==> config.mk <==
export PLATFORM = sky130hd
export DESIGN_NAME = jump_window_sequencer
export DESIGN_NICKNAME = d
export VERILOG_FILES = /design/src/jws_pkg.sv /design/src/jws_cfg.sv /design/src/jws_in_stage.sv /design/src/jws_core.sv /design/src/jump_window_sequencer.sv
export SDC_FILE = /design/constraint.sdc
export NUM_CORES = 1
export LEC_CHECK = 0
export BUFFER_PORTS_ARGS = -buffer_cell sky130_fd_sc_hd__clkbuf_2
export CAP_MARGIN = 0
export CORE_UTILIZATION = 55
export CTS_CLUSTER_DIAMETER = 80
export CTS_CLUSTER_SIZE = 16
export DETAILED_ROUTE_END_ITERATION = 8
export GPL_TIMING_DRIVEN = 0
export PLACE_DENSITY = 0.81
export SYNTH_ARGS = -nofsm -noshare
export SYNTH_HDL_FRONTEND = slang
export SYNTH_SLANG_ARGS = --single-unit
==> constraint.sdc <==
create_clock -name aclk -period 9 [get_ports aclk]
set_clock_uncertainty 0.15 [all_clocks]
set_input_delay 1.8 -clock aclk [delete_from_list [all_inputs] [get_ports aclk]]
set_output_delay 1.8 -clock aclk [all_outputs]
set_load 0.01 [all_outputs]
==> src/jws_pkg.sv <==
// ----------------------------------------------------------------------------
// Jump window sequencer package
// Widths, register indexes, exit causes and the structs passed between units.
// ----------------------------------------------------------------------------
package jws_pkg;

    localparam int unsigned CFG_IDX_W   = 3;
    localparam int unsigned CFG_DATA_W  = 16;
    localparam int unsigned IN_TDATA_W  = 72;
    localparam int unsigned OUT_TDATA_W = 24;
    localparam int unsigned GEAR_W      = 3;
    localparam int unsigned CNT_W       = 10;
    localparam int unsigned LEN_W       = 14;
    localparam int unsigned TICKS_W     = 16;
    localparam int unsigned TGT_W       = 15;

    localparam logic [CFG_IDX_W-1:0] REG_VETO_ALLOW        = 3'd0;
    localparam logic [CFG_IDX_W-1:0] REG_LIFTOFF_THRESHOLD = 3'd1;
    localparam logic [CFG_IDX_W-1:0] REG_WINDOW_TICKS      = 3'd2;
    localparam logic [CFG_IDX_W-1:0] REG_MIN_LEG_CHANGE    = 3'd3;
    localparam logic [CFG_IDX_W-1:0] REG_LENGTH_STEP       = 3'd4;

    localparam logic             RST_VETO_ALLOW        = 1'b1;
    localparam logic [CNT_W-1:0] RST_LIFTOFF_THRESHOLD = 10'd10;
    localparam logic [TICKS_W-1:0] RST_WINDOW_TICKS    = 16'd500;
    localparam logic [LEN_W-1:0] RST_MIN_LEG_CHANGE    = 14'd1500;
    localparam logic [LEN_W-1:0] RST_LENGTH_STEP       = 14'd5000;

    typedef enum logic [1:0] {
        CAUSE_NONE   = 2'd0,
        CAUSE_LIFTED = 2'd1,
        CAUSE_SMALL  = 2'd2,
        CAUSE_OK     = 2'd3
    } exit_cause_t;

    typedef struct packed {
        logic               veto_allow;
        logic [CNT_W-1:0]   liftoff_threshold;
        logic [TICKS_W-1:0] window_ticks;
        logic [LEN_W-1:0]   min_leg_change;
        logic [LEN_W-1:0]   length_step;
    } jws_cfg_t;

    typedef struct packed {
        logic              request_level;
        logic              spin_busy;
        logic [GEAR_W-1:0] gear_state;
        logic [CNT_W-1:0]  left_liftoff_count;
        logic [CNT_W-1:0]  right_liftoff_count;
        logic [LEN_W-1:0]  left_leg_length;
        logic [LEN_W-1:0]  right_leg_length;
        logic [LEN_W-1:0]  nominal_target;
    } jws_item_t;

    typedef struct packed {
        logic             jump_active;
        logic             mode_flag;
        exit_cause_t      exit_cause;
        logic [TGT_W-1:0] target_length;
        logic             buzzer_start;
        logic             buzzer_stop;
    } jws_result_t;

endpackage

==> src/jws_cfg.sv <==
// ----------------------------------------------------------------------------
// Jump window sequencer configuration registers
// Decodes write requests on the configuration channel into the register set.
// ----------------------------------------------------------------------------
module jws_cfg (
    input  logic                             aclk,
    input  logic                             aresetn,
    input  logic                             cfg_valid,
    output logic                             cfg_ready,
    input  logic [jws_pkg::CFG_IDX_W-1:0]    cfg_addr,
    input  logic [jws_pkg::CFG_DATA_W-1:0]   cfg_wdata,
    output jws_pkg::jws_cfg_t                cfg
);
    import jws_pkg::*;

    jws_cfg_t cfg_reg;
    jws_cfg_t cfg_next;

    assign cfg_ready = 1'b1;
    assign cfg       = cfg_reg;

    always_comb begin
        cfg_next = cfg_reg;
        if (cfg_valid) begin
            unique case (cfg_addr)
                REG_VETO_ALLOW:        cfg_next.veto_allow        = cfg_wdata[0];
                REG_LIFTOFF_THRESHOLD: cfg_next.liftoff_threshold = cfg_wdata[CNT_W-1:0];
                REG_WINDOW_TICKS:      cfg_next.window_ticks      = cfg_wdata[TICKS_W-1:0];
                REG_MIN_LEG_CHANGE:    cfg_next.min_leg_change    = cfg_wdata[LEN_W-1:0];
                REG_LENGTH_STEP:       cfg_next.length_step       = cfg_wdata[LEN_W-1:0];
                default:               cfg_next = cfg_reg;
            endcase
        end
    end

    always_ff @(posedge aclk) begin
        if (!aresetn) begin
            cfg_reg.veto_allow        <= RST_VETO_ALLOW;
            cfg_reg.liftoff_threshold <= RST_LIFTOFF_THRESHOLD;
            cfg_reg.window_ticks      <= RST_WINDOW_TICKS;
            cfg_reg.min_leg_change    <= RST_MIN_LEG_CHANGE;
            cfg_reg.length_step       <= RST_LENGTH_STEP;
        end else begin
            cfg_reg <= cfg_next;
        end
    end

endmodule

==> src/jws_in_stage.sv <==
// ----------------------------------------------------------------------------
// Jump window sequencer input stage
// Registers one incoming request and unpacks its fields.
// ----------------------------------------------------------------------------
module jws_in_stage (
    input  logic                             aclk,
    input  logic                             aresetn,
    input  logic                             s_tvalid,
    output logic                             s_tready,
    input  logic [jws_pkg::IN_TDATA_W-1:0]   s_tdata,
    output logic                             item_valid,
    input  logic                             item_ready,
    output jws_pkg::jws_item_t               item
);
    import jws_pkg::*;

    logic      valid_reg;
    logic      valid_next;
    jws_item_t item_reg;
    jws_item_t item_next;
    logic      load;

    assign s_tready   = !valid_reg || item_ready;
    assign load       = s_tvalid && s_tready;
    assign item_valid = valid_reg;
    assign item       = item_reg;

    always_comb begin
        valid_next = valid_reg;
        if (load) begin
            valid_next = 1'b1;
        end else if (item_ready) begin
            valid_next = 1'b0;
        end
    end

    always_comb begin
        item_next                     = item_reg;
        if (load) begin
            item_next.request_level       = s_tdata[0];
            item_next.spin_busy           = s_tdata[1];
            item_next.gear_state          = s_tdata[4:2];
            item_next.left_liftoff_count  = s_tdata[14:5];
            item_next.right_liftoff_count = s_tdata[24:15];
            item_next.left_leg_length     = s_tdata[38:25];
            item_next.right_leg_length    = s_tdata[52:39];
            item_next.nominal_target      = s_tdata[66:53];
        end
    end

    always_ff @(posedge aclk) begin
        if (!aresetn) begin
            valid_reg <= 1'b0;
        end else begin
            valid_reg <= valid_next;
        end
    end

    always_ff @(posedge aclk) begin
        item_reg <= item_next;
    end

endmodule

==> src/jws_core.sv <==
// ----------------------------------------------------------------------------
// Jump window sequencer core
// Trigger qualification, latch window, lock and buzzer state, result register.
// ----------------------------------------------------------------------------
module jws_core #(
    parameter int unsigned WINDOW_BITS = 16
) (
    input  logic                  aclk,
    input  logic                  aresetn,
    input  jws_pkg::jws_cfg_t     cfg,
    input  logic                  item_valid,
    output logic                  item_ready,
    input  jws_pkg::jws_item_t    item,
    output logic                  res_valid,
    input  logic                  res_ready,
    output jws_pkg::jws_result_t  res
);
    import jws_pkg::*;

    logic                   lock_reg,   lock_next;
    logic                   open_reg,   open_next;
    logic [WINDOW_BITS-1:0] left_reg,   left_next;
    logic [LEN_W-1:0]       lstart_reg, lstart_next;
    logic [LEN_W-1:0]       rstart_reg, rstart_next;
    exit_cause_t            cause_reg,  cause_next;
    logic                   buzzer_reg, buzzer_next;
    logic                   valid_reg,  valid_next;
    jws_result_t            res_reg,    res_next;

    logic                   fire;
    logic                   lock_eff;
    logic                   mode;
    logic                   lifted;
    logic                   raw;
    logic                   open_now;
    logic                   active;
    logic                   short_left;
    logic                   short_right;
    logic [WINDOW_BITS-1:0] left_cur;
    logic [LEN_W-1:0]       lstart_cur;
    logic [LEN_W-1:0]       rstart_cur;

    assign item_ready = !valid_reg || res_ready;
    assign fire       = item_valid && item_ready;
    assign res_valid  = valid_reg;
    assign res        = res_reg;

    always_comb begin
        lock_next   = lock_reg;
        open_next   = open_reg;
        left_next   = left_reg;
        lstart_next = lstart_reg;
        rstart_next = rstart_reg;
        cause_next  = cause_reg;
        buzzer_next = buzzer_reg;
        res_next    = res_reg;

        lock_eff = item.request_level && lock_reg;
        mode     = item.request_level && !lock_eff;
        lifted   = (item.left_liftoff_count >= cfg.liftoff_threshold)
                || (item.right_liftoff_count >= cfg.liftoff_threshold);
        raw      = mode && cfg.veto_allow && !item.spin_busy
                && (item.gear_state == '0) && !lifted;
        open_now = raw && !open_reg;

        left_cur   = open_now ? WINDOW_BITS'(cfg.window_ticks) : left_reg;
        lstart_cur = open_now ? item.left_leg_length  : lstart_reg;
        rstart_cur = open_now ? item.right_leg_length : rstart_reg;

        short_left  = {1'b0, item.left_leg_length}
                    < ({1'b0, lstart_cur} + {1'b0, cfg.min_leg_change});
        short_right = {1'b0, item.right_leg_length}
                    < ({1'b0, rstart_cur} + {1'b0, cfg.min_leg_change});

        if (fire) begin
            lock_next   = lock_eff;
            open_next   = open_reg || raw;
            left_next   = left_cur;
            lstart_next = lstart_cur;
            rstart_next = rstart_cur;
            if (open_now) begin
                cause_next = CAUSE_NONE;
            end
            if (open_reg || raw) begin
                if (lifted) begin
                    cause_next = CAUSE_LIFTED;
                    open_next  = 1'b0;
                    lock_next  = 1'b1;
                    mode       = 1'b0;
                end else if (left_cur <= WINDOW_BITS'(1)) begin
                    left_next  = '0;
                    cause_next = (short_left || short_right) ? CAUSE_SMALL : CAUSE_OK;
                    open_next  = 1'b0;
                    lock_next  = 1'b1;
                    mode       = 1'b0;
                end else begin
                    left_next = left_cur - WINDOW_BITS'(1);
                end
            end
        end

        active = open_next || raw;

        if (fire) begin
            buzzer_next            = active;
            res_next.jump_active   = active;
            res_next.mode_flag     = mode;
            res_next.exit_cause    = cause_next;
            res_next.target_length = active
                ? ({1'b0, item.nominal_target} + {1'b0, cfg.length_step}) : '0;
            res_next.buzzer_start  = active && !buzzer_reg;
            res_next.buzzer_stop   = !active && buzzer_reg;
        end
    end

    always_comb begin
        valid_next = valid_reg;
        if (fire) begin
            valid_next = 1'b1;
        end else if (res_ready) begin
            valid_next = 1'b0;
        end
    end

    always_ff @(posedge aclk) begin
        if (!aresetn) begin
            lock_reg   <= 1'b0;
            open_reg   <= 1'b0;
            left_reg   <= '0;
            lstart_reg <= '0;
            rstart_reg <= '0;
            cause_reg  <= CAUSE_NONE;
            buzzer_reg <= 1'b0;
            valid_reg  <= 1'b0;
        end else begin
            lock_reg   <= lock_next;
            open_reg   <= open_next;
            left_reg   <= left_next;
            lstart_reg <= lstart_next;
            rstart_reg <= rstart_next;
            cause_reg  <= cause_next;
            buzzer_reg <= buzzer_next;
            valid_reg  <= valid_next;
        end
    end

    always_ff @(posedge aclk) begin
        res_reg <= res_next;
    end

endmodule

==> src/jump_window_sequencer.sv <==
// ----------------------------------------------------------------------------
// Jump window sequencer
// Datapath: input register then result register; a request accepted at the
// input register has its result on m_tvalid once the result register loads it.
// Throughput: 1 request per cycle if m_tready is high; single core state update.
// Reset: synchronous, active low; clears window, lock, cause and buzzer state,
// empties both stages and loads the register defaults.
// ----------------------------------------------------------------------------
module jump_window_sequencer #(
    parameter int unsigned WINDOW_BITS = 16
) (
    input  logic                              aclk,
    input  logic                              aresetn,
    // request_level, spin_busy, gear_state, left_liftoff_count,
    // right_liftoff_count, left_leg_length, right_leg_length, nominal_target
    input  logic                              s_tvalid,
    output logic                              s_tready,
    input  logic [jws_pkg::IN_TDATA_W-1:0]    s_tdata,
    // jump_active, mode_flag, exit_cause, target_length, buzzer_start, buzzer_stop
    output logic                              m_tvalid,
    input  logic                              m_tready,
    output logic [jws_pkg::OUT_TDATA_W-1:0]   m_tdata,
    input  logic                              cfg_valid,
    output logic                              cfg_ready,
    input  logic [jws_pkg::CFG_IDX_W-1:0]     cfg_addr,
    input  logic [jws_pkg::CFG_DATA_W-1:0]    cfg_wdata
);
    import jws_pkg::*;

    jws_cfg_t    cfg;
    jws_item_t   item;
    jws_result_t res;
    logic        item_valid;
    logic        item_ready;

    jws_cfg u_cfg (
        .aclk      (aclk),
        .aresetn   (aresetn),
        .cfg_valid (cfg_valid),
        .cfg_ready (cfg_ready),
        .cfg_addr  (cfg_addr),
        .cfg_wdata (cfg_wdata),
        .cfg       (cfg)
    );

    jws_in_stage u_in (
        .aclk       (aclk),
        .aresetn    (aresetn),
        .s_tvalid   (s_tvalid),
        .s_tready   (s_tready),
        .s_tdata    (s_tdata),
        .item_valid (item_valid),
        .item_ready (item_ready),
        .item       (item)
    );

    jws_core #(
        .WINDOW_BITS (WINDOW_BITS)
    ) u_core (
        .aclk       (aclk),
        .aresetn    (aresetn),
        .cfg        (cfg),
        .item_valid (item_valid),
        .item_ready (item_ready),
        .item       (item),
        .res_valid  (m_tvalid),
        .res_ready  (m_tready),
        .res        (res)
    );

    assign m_tdata = {3'b000, res.buzzer_stop, res.buzzer_start, res.target_length,
                      res.exit_cause, res.mode_flag, res.jump_active};

endmodule

==> implementation parameters <==
Parameter                              Value

Place
  Last weighted congestion value of the routability-driven placer ... about 0.97
  Input/output buffers ... 112
  Hpwl dp ... 21.0 mm
  Placed Instances ... around 1600

Clocking
  CTS max path bufs ... 2
  Setup fix buffers added after clock tree synthesis ... 0
  Count of hold buffers inserted by post-cts repair ... 0
  Clock tree from TritonCTS ... yes
  Clock H-tree levels ... 4
  Sinks on Clock Net ... 194
  Count of instances resized after the clock tree is built ... 0
  Root buffer cell ... sky130_fd_sc_hd__clkbuf_16
  Clock-pin slew on the worst setup and hold paths ... 0.08 ns
  TritonCTS Buffers ... 17
  Clk_lat worst skew ... 0.45 ns

Power
  Proportion of power drawn by flip-flops and latches ... 47.5%
  Leak Pwr ... 5.21 nW
  Switching power ... between 0.0006 and 0.0007 W
  Clock network power share ... 36.7%
  Switching power as a share of total power ... 29.0%
  Maximum VDD drop ... 135 uV
  Design internal power ... 0.00148 W
  Fraction of power consumed by combinational cells ... 15.8%
  Total power draw ... about 0.0021 W
  Pwr per Cell Area ... 168 nW/um^2

Timing
  Worst slew margin relative to its limit ... about two fifths
  Number of hold violations in the final report ... 0
  Sum of negative setup slack ... 0 ns
  Pin slew with the least headroom to its limit ... 0.893 ns
  Period minus WS final ... 7.28 ns
  RSZ-0062 raised after global routing ... no
  Final count of negative-setup-slack endpoints ... 0
  Max-slew violation total from the final report ... 0
  Final period util ... roughly four fifths
  Upper clock frequency limit ... about 0.14 GHz

Logic synthesis
  Commonest cells in the netlist ... sky130_fd_sc_hd__nand2_1 (246), sky130_fd_sc_hd__dfxtp_1 (106), sky130_fd_sc_hd__ha_1 (94)
  Number of synthesized register bits ... 194
  Most frequently used cell type in the post-synthesis netlist ... sky130_fd_sc_hd__nand2_1
  Most instantiated flip-flop cell in the synthesis netlist ... sky130_fd_sc_hd__dfxtp_1
  Async set or reset register ratio after synthesis ... 0%
  Number of standard cells after synthesis ... roughly 1200
  Mean area per synthesized cell ... about 9.2 sq um
  Largest area contributor in the synthesized netlist ... sky130_fd_sc_hd__edfxtp_1
  Post-synth EDFFs ... 88
  Synth warnings ... 0
  Sequential area share after synthesis ... 43.8%
  Top cells by area, synth ... sky130_fd_sc_hd__edfxtp_1 (24%), sky130_fd_sc_hd__dfxtp_1 (20%), sky130_fd_sc_hd__ha_1 (11%)
  Synthesized area ... 10900 sq um
  Share of the synthesized area in the top cell type ... between 20% and 30%
  Synth cell types ... a little under 80

Final layout
  Layout cells sized above 1 ... 14.2%
  Number of standard cells in the final layout excluding fillers ... roughly 1600
  Number of flip-flops under the largest register name ... 67
  Area added between synthesis and finish ... 13.8%
  Number of antenna cells inserted ... 0
  Nets@finish ... 1505

Die
  Count of pins on the block boundary ... 123
  Floorplan die area ... 20300 sq um
  Effective utilization at floorplan ... 56.0%
  Core area ... 19400 sq um
  Die H ... 143 um
  Site Rows ... between 50 and 60
  X dimension of the die ... 143 um

Routing
  Length of the first detailed-routing pass in iterations ... 5
  Vias per cell ... between 5 and 6
  Residual DRC count ... 0
  Vias post-DR ... 9406
  Routed WL ... roughly 28 mm
  Avg WL per Cell ... 17.8 um
  Count of nets left with antenna violations after detail routing ... 0
  Initial DRC Count ... 939

Global route
  Congestion Overflow GR ... 0
  Global-route wire length before repair ... roughly 45 mm
  Vias in the first global route ... approximately 9000
  Largest net degree at the start of global routing ... 68
  Antenna violations before repair ... 0
  Global routing usage summed across all routing layers ... between 20% and 30%

Hold path
  Worst hold path class ... reg -> reg
  Hold Path Depth ... 2

Outcome
  Run status ... finished clean

Critical path
  Number of buffer and inverter stages on the critical path ... 3
  Category of cells accounting for the largest share of critical-path delay ... compound AO/OA/AOI/OAI gates
  Cell with the largest stage delay on the worst path ... sky130_fd_sc_hd__o31ai_1
  Crit path capture type ... flop
  Critical Path Start Type ... flop
  Data arrival time of the critical path ... roughly 7.4 ns
  Most common cell on crit path ... sky130_fd_sc_hd__a21o_1
  Max FO, Critical Path ... 10
  Number of cell instances on the worst register-to-register path ... 27
  Required time at the endpoint of the critical path ... 9.15 ns
  Class of the most critical setup path ... reg -> reg
  Critical Path Stages ... 27
  Max stage delay on crit path ... 0.49 ns

Flow run
  Count of max-cap constraint violations ... 0
-- kinds of logic after synthesis --
family,Yosys count,synth area share (%)
buffers and inverters,84,3.28
other,2,0.0691
multiplexers,21,1.95
adder cells (fa/ha/maj),97,11.4
flip-flops,194,43.8
AND/OR/NAND/NOR,497,21.4
AO/OA/AOI/OAI,256,15.8
XOR/XNOR,28,2.26
-- cells in the final DEF (no fill, tap or decap), drive strengths merged, types with 26 or more instances in the layout --
cell type  instances
a21oi             87
a311oi            26
clkbuf           165
dfxtp            106
edfxtp            88
ha                94
inv               41
nand2            246
nand3             40
nor2              85
nor3              29
o21ai             41
-- worst min-delay path, stage by stage (launching register included) --
cell,delay (ns)
sky130_fd_sc_hd__dfxtp_1,0.32
sky130_fd_sc_hd__nand2_1,0.05
sky130_fd_sc_hd__a21oi_1,0.05
-- path summary, 6_finish.rpt --
kind	start	end	slack [ns]
setup / recovery	u_cfg.cfg[51]$_SDFFE_PN0P_	u_core.res[17]$_DFFE_PP_	1.72
hold reg to reg	u_cfg.cfg[53]$_SDFFE_PN0P_	u_cfg.cfg[53]$_SDFFE_PN0P_	0.31
setup reg to reg	u_cfg.cfg[51]$_SDFFE_PN0P_	u_core.res[17]$_DFFE_PP_	1.72
hold / removal	u_cfg.cfg[53]$_SDFFE_PN0P_	u_cfg.cfg[53]$_SDFFE_PN0P_	0.31
-- final cells by class --
cell class	instances	area (sq um)
sequential	194	4760
clock inverter	14	158
tap	265	332
inverter	33	124
fill	1624	7030
buffer	51	234
clock buffer	18	439
timing repair buffer	112	561
multi-input combinational	903	5760
-- routing by layer --
layer,part of all wire (%),vias up,track usage [%]
met5,0,-,0
met4,3.7,0,12.8
met3,7.9,78,6.19
met2,47,387,46.2
met1,42,4423,37.1
li1,-,4518,-
-- power groups by stage --
stage	clock [W]	sequential, W	combinational, W
2_1_floorplan	0	0.000999	0.000226
3_5_place_dp	0	0.00101	0.000321
3_3_place_gp	0	0.00101	0.000309
6_report	0.000764	0.000988	0.000329
5_1_grt	0.000802	0.000991	0.000366
4_1_cts	0.000769	0.000987	0.000325
-- stage by stage --
step                      utilization, %  worst slack (ns)  cell area [sq um]  hold WS (ns)
after CTS                           63.8              1.88              12400         0.311
after detailed placement            60.7              1.95              11800         0.300
final                               63.8              1.72              12400         0.314
after floorplan                        -              3.23              10900         0.286
after global placement              60.7              2.02              11800         0.292
after global routing                63.8              1.26              12400         0.332
Note: power is estimated with default switching activity, not from simulation.
